$ cat config.mk
export PLATFORM = sky130hd
export DESIGN_NAME = irda_sir_half_duplex_link
export DESIGN_NICKNAME = d
export VERILOG_FILES = /design/src/irsir_pkg.sv /design/src/irsir_ram.sv /design/src/irda_sir_half_duplex_link.sv
export SDC_FILE = /design/constraint.sdc
export NUM_CORES = 1
export LEC_CHECK = 0
export BUFFER_PORTS_ARGS = -buffer_cell sky130_fd_sc_hd__buf_4
export CORE_MARGIN = 2
export CORE_UTILIZATION = 57
export CTS_BUF_LIST = sky130_fd_sc_hd__clkbuf_16
export DETAILED_ROUTE_END_ITERATION = 10
export PLACE_DENSITY = 0.78
export REMOVE_ABC_BUFFERS = 1
export SKIP_LAST_GASP = 1
export SLEW_MARGIN = 40
export SYNTH_ARGS = -nofsm -noshare
export SYNTH_HDL_FRONTEND = slang
export SYNTH_SLANG_ARGS = --single-unit
$ cat constraint.sdc
create_clock -name aclk -period 4.5 [get_ports aclk]
set_clock_uncertainty 0.05 [all_clocks]
set_input_delay 0.675 -clock aclk [delete_from_list [all_inputs] [get_ports aclk]]
set_output_delay 0.675 -clock aclk [all_outputs]
set_load 0.005 [all_outputs]
$ cat src/irsir_pkg.sv
// ----------------------------------------------------------------------------
// irsir_pkg
// Shared types, codes and reset values of the IrDA SIR half-duplex link.
// ----------------------------------------------------------------------------
package irsir_pkg;

    // Default depth of the send store and longest received message
    localparam int MSG_DEPTH_DEF = 32;

    // Fixed field widths
    localparam int LEN_W      = 6;
    localparam int TIME_W     = 12;
    localparam int CFG_IDX_W  = 3;
    localparam int CFG_DATA_W = 12;
    localparam int FRAME_W    = 10;

    // Request codes
    typedef enum logic [1:0] {
        REQ_SEND    = 2'd0,
        REQ_RX_BYTE = 2'd1,
        REQ_TIMEOUT = 2'd2,
        REQ_TICK    = 2'd3
    } req_t;

    // Status codes
    typedef enum logic [1:0] {
        ST_OK       = 2'd0,
        ST_BUSY     = 2'd1,
        ST_OVERFLOW = 2'd2,
        ST_IGNORED  = 2'd3
    } status_t;

    // Configuration register indexes
    localparam logic [CFG_IDX_W-1:0] CFG_END_BYTE    = 3'd0;
    localparam logic [CFG_IDX_W-1:0] CFG_RX_ENABLE   = 3'd1;
    localparam logic [CFG_IDX_W-1:0] CFG_ZERO_RISE   = 3'd2;
    localparam logic [CFG_IDX_W-1:0] CFG_ZERO_PERIOD = 3'd3;
    localparam logic [CFG_IDX_W-1:0] CFG_ONE_RISE    = 3'd4;
    localparam logic [CFG_IDX_W-1:0] CFG_ONE_PERIOD  = 3'd5;

    // Register reset values (77, 102 and 204 times six timer counts)
    localparam logic [7:0]        END_BYTE_RST    = 8'd0;
    localparam logic [TIME_W-1:0] ZERO_RISE_RST   = 12'd462;
    localparam logic [TIME_W-1:0] ZERO_PERIOD_RST = 12'd612;
    localparam logic [TIME_W-1:0] ONE_RISE_RST    = 12'd1224;
    localparam logic [TIME_W-1:0] ONE_PERIOD_RST  = 12'd612;

endpackage

$ cat src/irsir_ram.sv
// ----------------------------------------------------------------------------
// irsir_ram
// Generic single-write, single-read RAM with a registered read port.
// ----------------------------------------------------------------------------
module irsir_ram #(
    parameter int WIDTH = 8,
    parameter int DEPTH = 32,
    localparam int AW   = (DEPTH > 1) ? $clog2(DEPTH) : 1
) (
    input  logic             aclk,
    input  logic             we,
    input  logic [AW-1:0]    waddr,
    input  logic [WIDTH-1:0] wdata,
    input  logic [AW-1:0]    raddr,
    output logic [WIDTH-1:0] rdata
);

    logic [WIDTH-1:0] mem [DEPTH];
    logic [WIDTH-1:0] rdata_reg;

    // Write port and registered read (read returns old data on collision)
    always_ff @(posedge aclk) begin
        if (we) begin
            mem[waddr] <= wdata;
        end
        rdata_reg <= mem[raddr];
    end

    assign rdata = rdata_reg;

endmodule

$ cat src/irda_sir_half_duplex_link.sv
// ----------------------------------------------------------------------------
// irda_sir_half_duplex_link
// Half-duplex IrDA SIR link: send-message buffering, bit framing on timer
// ticks, received-byte delivery and message closing.
// ----------------------------------------------------------------------------
// The block takes one request per clock cycle while s_ready is high and
// returns exactly one result per request, in the cycle after the transfer,
// from an output register; a new request is taken in the same cycle the
// waiting result is taken. Send bytes go to a MSG_DEPTH-entry store in a RAM.
// The store is read continuously at the next value of the send index, so the
// byte for the following bit tick is already in the read register; a write to
// that same entry in the same cycle is forwarded. Configuration writes take
// priority over requests: while cfg_valid is high no request is taken.
// ----------------------------------------------------------------------------
module irda_sir_half_duplex_link #(
    parameter int MSG_DEPTH = irsir_pkg::MSG_DEPTH_DEF
) (
    input  logic                             aclk,
    input  logic                             aresetn,
    // configuration write channel
    input  logic                             cfg_valid,
    output logic                             cfg_ready,
    input  logic [irsir_pkg::CFG_IDX_W-1:0]  cfg_index,
    input  logic [irsir_pkg::CFG_DATA_W-1:0] cfg_data,
    // request channel
    input  logic                             s_valid,
    output logic                             s_ready,
    input  logic [1:0]                       s_req_type,
    input  logic [7:0]                       s_data_byte,
    input  logic                             s_last_byte,
    input  logic                             s_high_power,
    // result channel
    output logic                             m_valid,
    input  logic                             m_ready,
    output logic [1:0]                       m_status,
    output logic                             m_rx_byte_valid,
    output logic [7:0]                       m_rx_byte,
    output logic                             m_rx_msg_end,
    output logic [irsir_pkg::LEN_W-1:0]      m_rx_length,
    output logic                             m_bit_valid,
    output logic [irsir_pkg::TIME_W-1:0]     m_rise_offset,
    output logic [irsir_pkg::TIME_W-1:0]     m_bit_period,
    output logic                             m_tx_done,
    output logic                             m_boost_on,
    output logic                             m_tx_active
);

    localparam int AW     = (MSG_DEPTH > 1) ? $clog2(MSG_DEPTH) : 1;
    localparam int CNT_W  = $clog2(MSG_DEPTH + 1);
    localparam int TW     = irsir_pkg::TIME_W;
    localparam int FW     = irsir_pkg::FRAME_W;
    localparam logic [CNT_W-1:0] DEPTH_C = CNT_W'(MSG_DEPTH);

    // Configuration registers
    logic [7:0]    end_byte_reg;
    logic          rx_enable_reg;
    logic [TW-1:0] zero_rise_reg, zero_period_reg, one_rise_reg, one_period_reg;

    // Link state
    logic [CNT_W-1:0] send_length_reg, send_length_next;
    logic [CNT_W-1:0] load_count_reg,  load_count_next;
    logic [CNT_W-1:0] send_index_reg,  send_index_next;
    logic [CNT_W-1:0] rx_count_reg,    rx_count_next;
    logic [FW-1:0]    frame_reg,       frame_next;
    logic             refusing_reg,    refusing_next;
    logic             power_reg,       power_next;
    logic             sending_reg,     sending_next;
    logic             boost_reg,       boost_next;

    // Store access and forwarding
    logic          ram_we;
    logic [AW-1:0] ram_waddr;
    logic [AW-1:0] ram_raddr;
    logic [7:0]    ram_rdata;
    logic          fwd_hit_reg;
    logic [7:0]    fwd_data_reg;
    logic [7:0]    cur_byte;

    // Result fields before the output register
    irsir_pkg::status_t status_c;
    logic             rxv_c, rxend_c, bitv_c, done_c;
    logic [7:0]       rxb_c;
    logic [CNT_W-1:0] rxlen_c;
    logic [TW-1:0]    rise_c, period_c;

    // Output register
    logic             m_valid_reg;
    logic [1:0]       status_reg;
    logic             rxv_reg, rxend_reg, bitv_reg, done_reg, boost_out_reg, active_reg;
    logic [7:0]       rxb_reg;
    logic [CNT_W-1:0] rxlen_reg;
    logic [TW-1:0]    rise_reg, period_reg;

    // Scratch values in the request logic
    logic [CNT_W-1:0] rx_inc;
    logic [FW-1:0]    frame_tmp;
    logic             rx_close;
    logic             cfg_fire, s_fire;

    assign cfg_ready = 1'b1;
    assign cfg_fire  = cfg_valid;
    assign s_ready   = (!m_valid_reg || m_ready) && !cfg_valid;
    assign s_fire    = s_valid && s_ready;

    // Send store
    irsir_ram #(
        .WIDTH (8),
        .DEPTH (MSG_DEPTH)
    ) u_send_store (
        .aclk  (aclk),
        .we    (ram_we),
        .waddr (ram_waddr),
        .wdata (s_data_byte),
        .raddr (ram_raddr),
        .rdata (ram_rdata)
    );

    assign ram_waddr = load_count_reg[AW-1:0];
    assign ram_raddr = send_index_next[AW-1:0];
    assign cur_byte  = fwd_hit_reg ? fwd_data_reg : ram_rdata;

    // Write-to-read forwarding for the entry read in the same cycle
    always_ff @(posedge aclk) begin
        if (!aresetn) begin
            fwd_hit_reg <= 1'b0;
        end else begin
            fwd_hit_reg <= ram_we && (ram_waddr == ram_raddr);
        end
        fwd_data_reg <= s_data_byte;
    end

    // Next state and result of a configuration write or a request
    always_comb begin
        send_length_next = send_length_reg;
        load_count_next  = load_count_reg;
        send_index_next  = send_index_reg;
        rx_count_next    = rx_count_reg;
        frame_next       = frame_reg;
        refusing_next    = refusing_reg;
        power_next       = power_reg;
        sending_next     = sending_reg;
        boost_next       = boost_reg;
        ram_we           = 1'b0;
        status_c         = irsir_pkg::ST_IGNORED;
        rxv_c            = 1'b0;
        rxb_c            = 8'd0;
        rxend_c          = 1'b0;
        rxlen_c          = '0;
        bitv_c           = 1'b0;
        rise_c           = '0;
        period_c         = '0;
        done_c           = 1'b0;
        rx_inc           = rx_count_reg + CNT_W'(1);
        frame_tmp        = frame_reg;
        rx_close         = 1'b0;

        if (cfg_fire) begin
            // Receiver switched off: drop partial message, start pending send
            if (cfg_index == irsir_pkg::CFG_RX_ENABLE && !cfg_data[0]) begin
                rx_count_next = '0;
                if (send_length_reg != '0 && !sending_reg) begin
                    sending_next    = 1'b1;
                    send_index_next = '0;
                    frame_next      = '0;
                    boost_next      = power_reg;
                end
            end
        end else if (s_fire) begin
            case (irsir_pkg::req_t'(s_req_type))
                irsir_pkg::REQ_SEND: begin
                    if (refusing_reg || (load_count_reg == '0 && send_length_reg != '0)) begin
                        status_c      = irsir_pkg::ST_BUSY;
                        refusing_next = !s_last_byte;
                    end else begin
                        if (load_count_reg < DEPTH_C) begin
                            ram_we          = 1'b1;
                            load_count_next = load_count_reg + CNT_W'(1);
                            status_c        = irsir_pkg::ST_OK;
                        end else begin
                            status_c = irsir_pkg::ST_OVERFLOW;
                        end
                        if (s_last_byte) begin
                            send_length_next = load_count_next;
                            load_count_next  = '0;
                            power_next       = s_high_power;
                            if (rx_count_reg == '0 && send_length_next != '0) begin
                                sending_next    = 1'b1;
                                send_index_next = '0;
                                frame_next      = '0;
                                boost_next      = s_high_power;
                            end
                        end
                    end
                end
                irsir_pkg::REQ_RX_BYTE, irsir_pkg::REQ_TIMEOUT: begin
                    if (!sending_reg && rx_enable_reg) begin
                        if (s_req_type == irsir_pkg::REQ_RX_BYTE) begin
                            status_c      = irsir_pkg::ST_OK;
                            rxv_c         = 1'b1;
                            rxb_c         = s_data_byte;
                            rx_count_next = rx_inc;
                            rx_close      = (rx_inc >= DEPTH_C) || (s_data_byte == end_byte_reg);
                        end else if (rx_count_reg != '0) begin
                            status_c = irsir_pkg::ST_OK;
                            rx_close = 1'b1;
                        end
                        // Close the received message, then start a pending send
                        if (rx_close) begin
                            rxend_c       = 1'b1;
                            rxlen_c       = rx_count_next;
                            rx_count_next = '0;
                            if (send_length_reg != '0) begin
                                sending_next    = 1'b1;
                                send_index_next = '0;
                                frame_next      = '0;
                                boost_next      = power_reg;
                            end
                        end
                    end
                end
                irsir_pkg::REQ_TICK: begin
                    if (sending_reg) begin
                        status_c = irsir_pkg::ST_OK;
                        // Load the next frame: start bit, data LSB first, stop bit
                        if (frame_reg == '0 && send_index_reg < send_length_reg
                                && send_index_reg < DEPTH_C) begin
                            frame_tmp       = {1'b1, cur_byte, 1'b0};
                            send_index_next = send_index_reg + CNT_W'(1);
                        end
                        bitv_c = 1'b1;
                        if (frame_tmp[0]) begin
                            rise_c   = one_rise_reg;
                            period_c = one_period_reg;
                        end else begin
                            rise_c   = zero_rise_reg;
                            period_c = zero_period_reg;
                        end
                        frame_next = frame_tmp >> 1;
                        // Last stop bit out: release the link
                        if (frame_next == '0 && send_index_next >= send_length_reg) begin
                            done_c           = 1'b1;
                            boost_next       = 1'b0;
                            send_length_next = '0;
                            sending_next     = 1'b0;
                            rx_count_next    = '0;
                        end
                    end
                end
                default: begin
                    status_c = irsir_pkg::ST_IGNORED;
                end
            endcase
        end
    end

    // Configuration registers
    always_ff @(posedge aclk) begin
        if (!aresetn) begin
            end_byte_reg    <= irsir_pkg::END_BYTE_RST;
            rx_enable_reg   <= 1'b1;
            zero_rise_reg   <= irsir_pkg::ZERO_RISE_RST;
            zero_period_reg <= irsir_pkg::ZERO_PERIOD_RST;
            one_rise_reg    <= irsir_pkg::ONE_RISE_RST;
            one_period_reg  <= irsir_pkg::ONE_PERIOD_RST;
        end else if (cfg_fire) begin
            case (cfg_index)
                irsir_pkg::CFG_END_BYTE:    end_byte_reg    <= cfg_data[7:0];
                irsir_pkg::CFG_RX_ENABLE:   rx_enable_reg   <= cfg_data[0];
                irsir_pkg::CFG_ZERO_RISE:   zero_rise_reg   <= cfg_data;
                irsir_pkg::CFG_ZERO_PERIOD: zero_period_reg <= cfg_data;
                irsir_pkg::CFG_ONE_RISE:    one_rise_reg    <= cfg_data;
                irsir_pkg::CFG_ONE_PERIOD:  one_period_reg  <= cfg_data;
                default: begin
                end
            endcase
        end
    end

    // Link state registers
    always_ff @(posedge aclk) begin
        if (!aresetn) begin
            send_length_reg <= '0;
            load_count_reg  <= '0;
            send_index_reg  <= '0;
            rx_count_reg    <= '0;
            frame_reg       <= '0;
            refusing_reg    <= 1'b0;
            power_reg       <= 1'b0;
            sending_reg     <= 1'b0;
            boost_reg       <= 1'b0;
        end else begin
            send_length_reg <= send_length_next;
            load_count_reg  <= load_count_next;
            send_index_reg  <= send_index_next;
            rx_count_reg    <= rx_count_next;
            frame_reg       <= frame_next;
            refusing_reg    <= refusing_next;
            power_reg       <= power_next;
            sending_reg     <= sending_next;
            boost_reg       <= boost_next;
        end
    end

    // Output register
    always_ff @(posedge aclk) begin
        if (!aresetn) begin
            m_valid_reg <= 1'b0;
        end else if (s_fire) begin
            m_valid_reg <= 1'b1;
        end else if (m_ready) begin
            m_valid_reg <= 1'b0;
        end
        if (s_fire) begin
            status_reg    <= status_c;
            rxv_reg       <= rxv_c;
            rxb_reg       <= rxb_c;
            rxend_reg     <= rxend_c;
            rxlen_reg     <= rxlen_c;
            bitv_reg      <= bitv_c;
            rise_reg      <= rise_c;
            period_reg    <= period_c;
            done_reg      <= done_c;
            boost_out_reg <= boost_next;
            active_reg    <= sending_next;
        end
    end

    assign m_valid         = m_valid_reg;
    assign m_status        = status_reg;
    assign m_rx_byte_valid = rxv_reg;
    assign m_rx_byte       = rxb_reg;
    assign m_rx_msg_end    = rxend_reg;
    assign m_rx_length     = irsir_pkg::LEN_W'(rxlen_reg);
    assign m_bit_valid     = bitv_reg;
    assign m_rise_offset   = rise_reg;
    assign m_bit_period    = period_reg;
    assign m_tx_done       = done_reg;
    assign m_boost_on      = boost_out_reg;
    assign m_tx_active     = active_reg;

endmodule
### After elaboration in Yosys (flattened, before gate mapping)

Memories as Yosys holds them, arrays and structs flattened. A register that Yosys moved wholly into a read port is not among the register bits.
Index checks and enable logic that the tools add are counted.

* bits in read-only memories: 0
* bits in latches: 0
* memories: 1
* logic and storage cells: 228
* bits in writable memories: 256
* output and inout port bits: 49
* bits of input ports: 32
* register bits: 151

* reduce and logical (&&, ||, !) cells: 50
* bitwise operators: 8
* add/sub/neg operators: 3
* divide/modulo/power cells: 0
* equality and inequality tests: 24
* shift-type cells: 0
* $mul: 0
* multiplexer cells: 107
* order comparisons: 5

Memory list
* u_send_store.mem: depth 32, width 8, read ports 1, clocked after memory_dff 1, write ports 1, line irsir_ram.sv:18 `logic [WIDTH-1:0] mem [DEPTH];`

Operators with widths (number)
* 6-bit 2-to-1 mux: 32
* 10-bit 2-to-1 mux: 16
* 1-bit 2-to-1 mux: 43
* 10-bit case mux with 3 select lines: 1
* 12-bit 2-to-1 mux: 2
* 3-bit inequality test, second input constant: 8
* 6-bit case mux with 2 select lines: 2
* 10-bit logical NOT: 2
* 6-bit by 1-bit adder with 6-bit output, second input constant: 3
* 6-bit case mux with 3 select lines: 1
* 6-bit nonzero test: 3
* 6-bit logical NOT: 2
* 6-bit less-than comparator, second input constant: 2
* 2-bit 2-to-1 mux: 6
* 2-bit AND reduction: 6
* 1-bit logical AND: 11
* 10-bit AND reduction: 1
* 8-bit == test: 1
* 8-bit 2-to-1 mux: 1
* 2-bit inequality test, second input constant: 4
* 1-bit NOT: 8
* 4-bit AND reduction: 2
* 4-bit OR reduction: 2
* 7-bit AND reduction: 1
* other kinds (22): 37

### Longest topological paths before layout

* depth in word-level cells: 17
* gate-level depth with buffers: 20
* mapped depth without buffers: 17

### Cells and area by module

A second synthesis with hierarchy kept.

* cells, all modules: 1221
* area, all modules: 17346.6 um^2

Modules (own cells, without submodules)
* irsir_ram: area an instance 10053.4 um^2, instances 1, cells each 417, seq. area each 7847.5 um^2
* irda_sir_half_duplex_link: area an instance 7293.2 um^2, instances 1, cells each 804, seq. area each 3463.3 um^2

### Worst setup path after synthesis

No wires, ideal clock.

* path type: input-to-reg
* start point: in m_ready
* end point: reg u_send_store.rdata_reg[0] (netlist: u_send_store.rdata[0]) (read register of u_send_store.mem)
* path slack: 247 ps
* buffers on the path: 2
* stages on the path: 13
* data required time: 4315 ps
* arrival: 4068 ps
* library setup time: 135 ps
* cells stage by stage: nor2b_1 > nor2_1 > nand2_1 > clkinv_1 > nand2_1 > o221ai_4 > a211o_1 > buf_6 > buf_6 > mux2i_1 > o22ai_1 > a211oi_1 > a22oi_1

* cells in the longest elaborated chain, start to end: 5

RTL lines
* start: declaration: line irda_sir_half_duplex_link.sv:34 `input logic m_ready,`
* 1-bit logical OR: line irda_sir_half_duplex_link.sv:102 `assign s_ready = (!m_valid_reg || m_ready) && !cfg_valid;`
* 1-bit logical AND: line irda_sir_half_duplex_link.sv:102
* named net s_ready: line irda_sir_half_duplex_link.sv:27 `output logic s_ready,`
* 1-bit logical AND: line irda_sir_half_duplex_link.sv:103 `assign s_fire = s_valid && s_ready;`
* named net s_fire: line irda_sir_half_duplex_link.sv:98 `logic cfg_fire, s_fire;`
* 6-bit 2-to-1 mux: line irda_sir_half_duplex_link.sv:168 `end else if (s_fire) begin`
* 6-bit 2-to-1 mux: line irda_sir_half_duplex_link.sv:157 `if (cfg_fire) begin`
* end: declaration: line irsir_ram.sv:19 `logic [WIDTH-1:0] rdata_reg;`

The timed path passes the listed nets, and every way through them passes these cells. The select of a mux whose other input is x is not followed.
A chain may end at the register's enable or synchronous reset.

### Worst setup path after layout

* start point: reg send_length_reg[4]
* end point: reg rx_count_reg[4]

* cells in the longest elaborated chain, start to end: 12
* elaborated cells between the ends (all ways): 18
* classes of those cells: order compare (2); eq/ne (1); mux (10); reduce/logical (5)

RTL lines
* start: declaration: line irda_sir_half_duplex_link.sv:60 `logic [CNT_W-1:0] send_length_reg, send_length_next;`
* start signal: assignment: line irda_sir_half_duplex_link.sv:292 `send_length_reg <= send_length_next;`
* 6-bit less-than comparator: line irda_sir_half_duplex_link.sv:225 `if (frame_reg == '0 && send_index_reg < send_length_reg`
* 1-bit logical AND: line irda_sir_half_duplex_link.sv:225
* 1-bit logical AND: line irda_sir_half_duplex_link.sv:226 `&& send_index_reg < DEPTH_C) begin`
* 6-bit 2-to-1 mux or 10-bit 2-to-1 mux (tied branches): line irda_sir_half_duplex_link.sv:225
* 6-bit 2-to-1 mux or 10-bit 2-to-1 mux (tied branches): line irda_sir_half_duplex_link.sv:222 `if (sending_reg) begin`
* 6-bit 2-to-1 mux or 10-bit 2-to-1 mux (tied branches): line irda_sir_half_duplex_link.sv:169 `case (irsir_pkg::req_t'(s_req_type))`
* 6-bit 2-to-1 mux or 10-bit 2-to-1 mux (tied branches): line irda_sir_half_duplex_link.sv:168
* 6-bit 2-to-1 mux or 10-bit 2-to-1 mux (tied branches): line irda_sir_half_duplex_link.sv:157
* 6-bit greater-or-equal comparator or 10-bit logical NOT (tied branches): line irda_sir_half_duplex_link.sv:240 `if (frame_next == '0 && send_index_next >= send_length_reg) begin`
* 1-bit logical AND *: line irda_sir_half_duplex_link.sv:240
* 3-bit inequality test (no source line) *
* 6-bit AND reduction (no source line) *
* end signal: assignment: line irda_sir_half_duplex_link.sv:295 `rx_count_reg <= rx_count_next;`
* end: declaration: line irda_sir_half_duplex_link.sv:63 `logic [CNT_W-1:0] rx_count_reg, rx_count_next;`

Mark *: on every way between the ends. The rest lies on a longest branch, timed or not. The select of a mux whose other input is x is not followed.

==> impl_results.md <==
* Status: complete, no violations
* PD cells at 380 nW/um2
* Tmin final at 4.17 ns
* Initial Util at 0.578
* Crit path required time at 4.91 ns
* Ant diodes at 0
* CTS HTree Levels at 2
* Complex-gate fraction of the synthesized area at 0.0824
* Tot GR Track Use at 0.260
* Worst-path cell chain: inv_1 > ha_1 > and3_1 > o21ai_0 > o211a_1 > mux2_2 > ha_1 > a21o_1 > a21o_1 > a21o_1 > a21o_1 > a21oi_1 > nor2_1 > a221oi_1 > buf_4 > o21ai_0 > a21boi_0
* # IOs at 81
* Worst Hold Class: input port to flip-flop
* DR pass1 iterations at 5
* Post-detailed-placement half-perimeter wirelength at 27.7 mm
* Max-slew violations at 0
* R2r worst-path depth at 17
* FFs w/ async S/R, synth at 0
* Die area at 32,500 um2
* Num rows at 64
* Crit path max-delay family: compound AO/OA/AOI/OAI gates
* Layout cell share with drive strength beyond 1 at 0.144
* Hold WS at 0.338 ns
* RSZ-0062 raised after global routing: false
* PostCTS Resize Cnt at 0
* DRC violations left at 0
* WL/cell at 22.3 um
* Primary FF master, synth: edfxtp_1
* Pre-CTS setup slack at 0.191 ns
* Largest family of logic cells by synthesized area: simple AND/OR/NAND/NOR gates
* Flop and latch count out of synthesis at 414
* Bufs and invs on worst path at 2
* Worst setup EP type: flip-flop
* Area Growth Syn to Fin at 13.9%
* Post-Synth Adder-Cell Area at 0.0156
* Die height at 180 um
* Slowest CP cell: ha_1
* Critical path's most frequent cell: a21o_1
* Slew margin rel. at 0.458
* Post-Synth XOR/XNOR Area at 0.0129
* Clk Latency, worst-skew pair at 0.55 ns
* Vias in the first global route at 11,400
* Pin count of the biggest net entering global routing at 62
* WS Path Type: flip-flop to flip-flop
* Sequential area share after synthesis at 0.640
* Root Driver: clkbuf_16
* Drt via density at 6.10
* Top reg by flops: u_send_store.mem
* Worst-path clk slew at 0.06 ns
* Core region area at 30,600 um2
* Post-synthesis mux area share at 0.110
* Final Hold Fails at 0
* Final setup margin at 0.328 ns
* Hold bufs inserted after CTS at 0
* Power Total at 0.00765 W
* Worst slew pin tran at 0.810 ns
* EDFF count, synth at 302
* Simple-gate share of the synthesized area at 0.115
* Die W at 180 um
* Synth unique cells at 74
* Congestion Overflow GR at 0
* Initial DRC Count at 1,045
* Number of cells on the critical path at 17
* WHS Path Cells at 3
* Global-route wire length before repair at 65.5 mm
* Initial antenna violation count at 0
* Max FO, Critical Path at 11
* Clock sink count at 414
* Total wire length at 42.5 mm
* Leak at 7.43 nW
* Clock buffer depth at 3
* Max_cap viols at 0
* CP Launch Type: flip-flop
* DR vias at 11,600
* Num CTS Buffers at 42
* Max IR drop VDD at 0.340 mV
* Post-CTS Setup Inserts at 0
* Synthesized area at 17,700 um2
* Layout fillers at 2,183
* Max Clk Rate at 0.240 GHz
* YS warnings at 0
* Crit share post-route at 0.927
* CTS tree: built
* Worst EP arrival at 4.58 ns
* Gpl congestion at 0.868
* Nets at 1,532
* Max reg flops at 256
* Post-route ant nets at 0
* Final setup violation count at 0
* Slowest stage delay, CP at 0.36 ns
* Port Buf Inserts at 79
* Mapped Cells at 1,375
* Mean area per synthesized cell at 12.9 um2
==> Yosys cell counts (all sizes together), types with 17 or more instances <==
master    n  share of area
a21boi   45          0.019
a21oi    37          0.010
a22oi    17         0.0072
and2     18         0.0064
buf      30          0.012
clkbuf   39         0.0083
dfxtp   112           0.13
edfxtp  302           0.51
ha       22          0.016
inv      17         0.0036
mux2i   183           0.10
nand2   161          0.034
nand3    36          0.010
nor2    100          0.021
nor2b    28         0.0099
nor3     28         0.0082
o21ai    19         0.0054
o22ai    24         0.0085
==> metrics by stage <==
| stage | utilization | area (um2) | instances | setup TNS [ns] |
|---|---|---|---|---|
| floorplan | - | 17300 | 1306 | -38.16 |
| global placement | 0.616 | 18800 | 1830 | 0 |
| detailed placement | 0.616 | 18900 | 1830 | 0 |
| CTS | 0.658 | 20100 | 1907 | 0 |
| global route | 0.659 | 20100 | 1907 | 0 |
| finish | 0.659 | 20100 | 1907 | 0 |
==> worst min-delay path: cells and delay by family <==
kind,cells,cell delay (ns)
and+or+nand+nor,2,0.12
buffers and inverters,1,0.11
==> routing by layer <==
metal / wire length (um) / GRT usage / up-vias
li1: - / - / 5293
met1: 17700 / 0.356 / 5731
met2: 20100 / 0.423 / 528
met3: 3580 / 0.0503 / 79
met4: 1150 / 0.0810 / 0
met5: 0 / 0 / -
==> logic make-up after synthesis <==
group                    after synthesis
AO/OA/AOI/OAI                        202
XOR/XNOR                              26
adder cells (fa/ha/maj)               22
buffers and inverters                 87
flip-flops                           414
multiplexers                         193
other                                  1
AND/OR/NAND/NOR                      430
==> where the power goes <==
part / internal [W] / leakage (nW) / switching, W
Clock: 0.00181 / 0.684 / 0.00143
Sequential: 0.00412 / 3.65 / 0.0000174
Combinational: 0.0000946 / 3.09 / 0.000179
==> final timing paths <==
check,startpoint,end,slack [ns]
setup / recovery,send_length_reg[4],rx_count_reg[4],0.33
hold / removal,cfg_data[10],one_rise_reg[10],0.34
setup reg to reg,send_length_reg[4],rx_count_reg[4],0.33
hold reg to reg,zero_rise_reg[4],zero_rise_reg[4],0.42
==> layout make-up <==
class | count | area, um2 | share of cell area
clock buffers | 45 | 1130 | 0.0559
clock inverters | 32 | 158 | 0.00782
inverters | 18 | 67.6 | 0.00335
multi-input cells | 874 | 5980 | 0.297
flip-flops and latches | 414 | 11300 | 0.561
well taps | 396 | 495 | 0.0246
repair buffers | 128 | 1010 | 0.0502
==> layout by cell type (no fill, tap or decap), types with 17 or more instances in the layout <==
cell / synthesis / routed
nor2_1: 100 / 98
ha_1: 22 / 22
nor3_1: 27 / 26
mux2i_1: 183 / 183
nor2b_1: 28 / 27
a22oi_1: 17 / 17
edfxtp_1: 302 / 302
o22ai_1: 24 / 24
dfxtp_1: 112 / 112
clkbuf_16: 0 / 45
and2_1: 17 / 17
nand3_1: 35 / 35
nand2_1: 161 / 161
a21oi_1: 37 / 37
inv_1: 17 / 31
buf_4: 13 / 124
a21boi_0: 45 / 45
(Power assumes the default switching activity.)
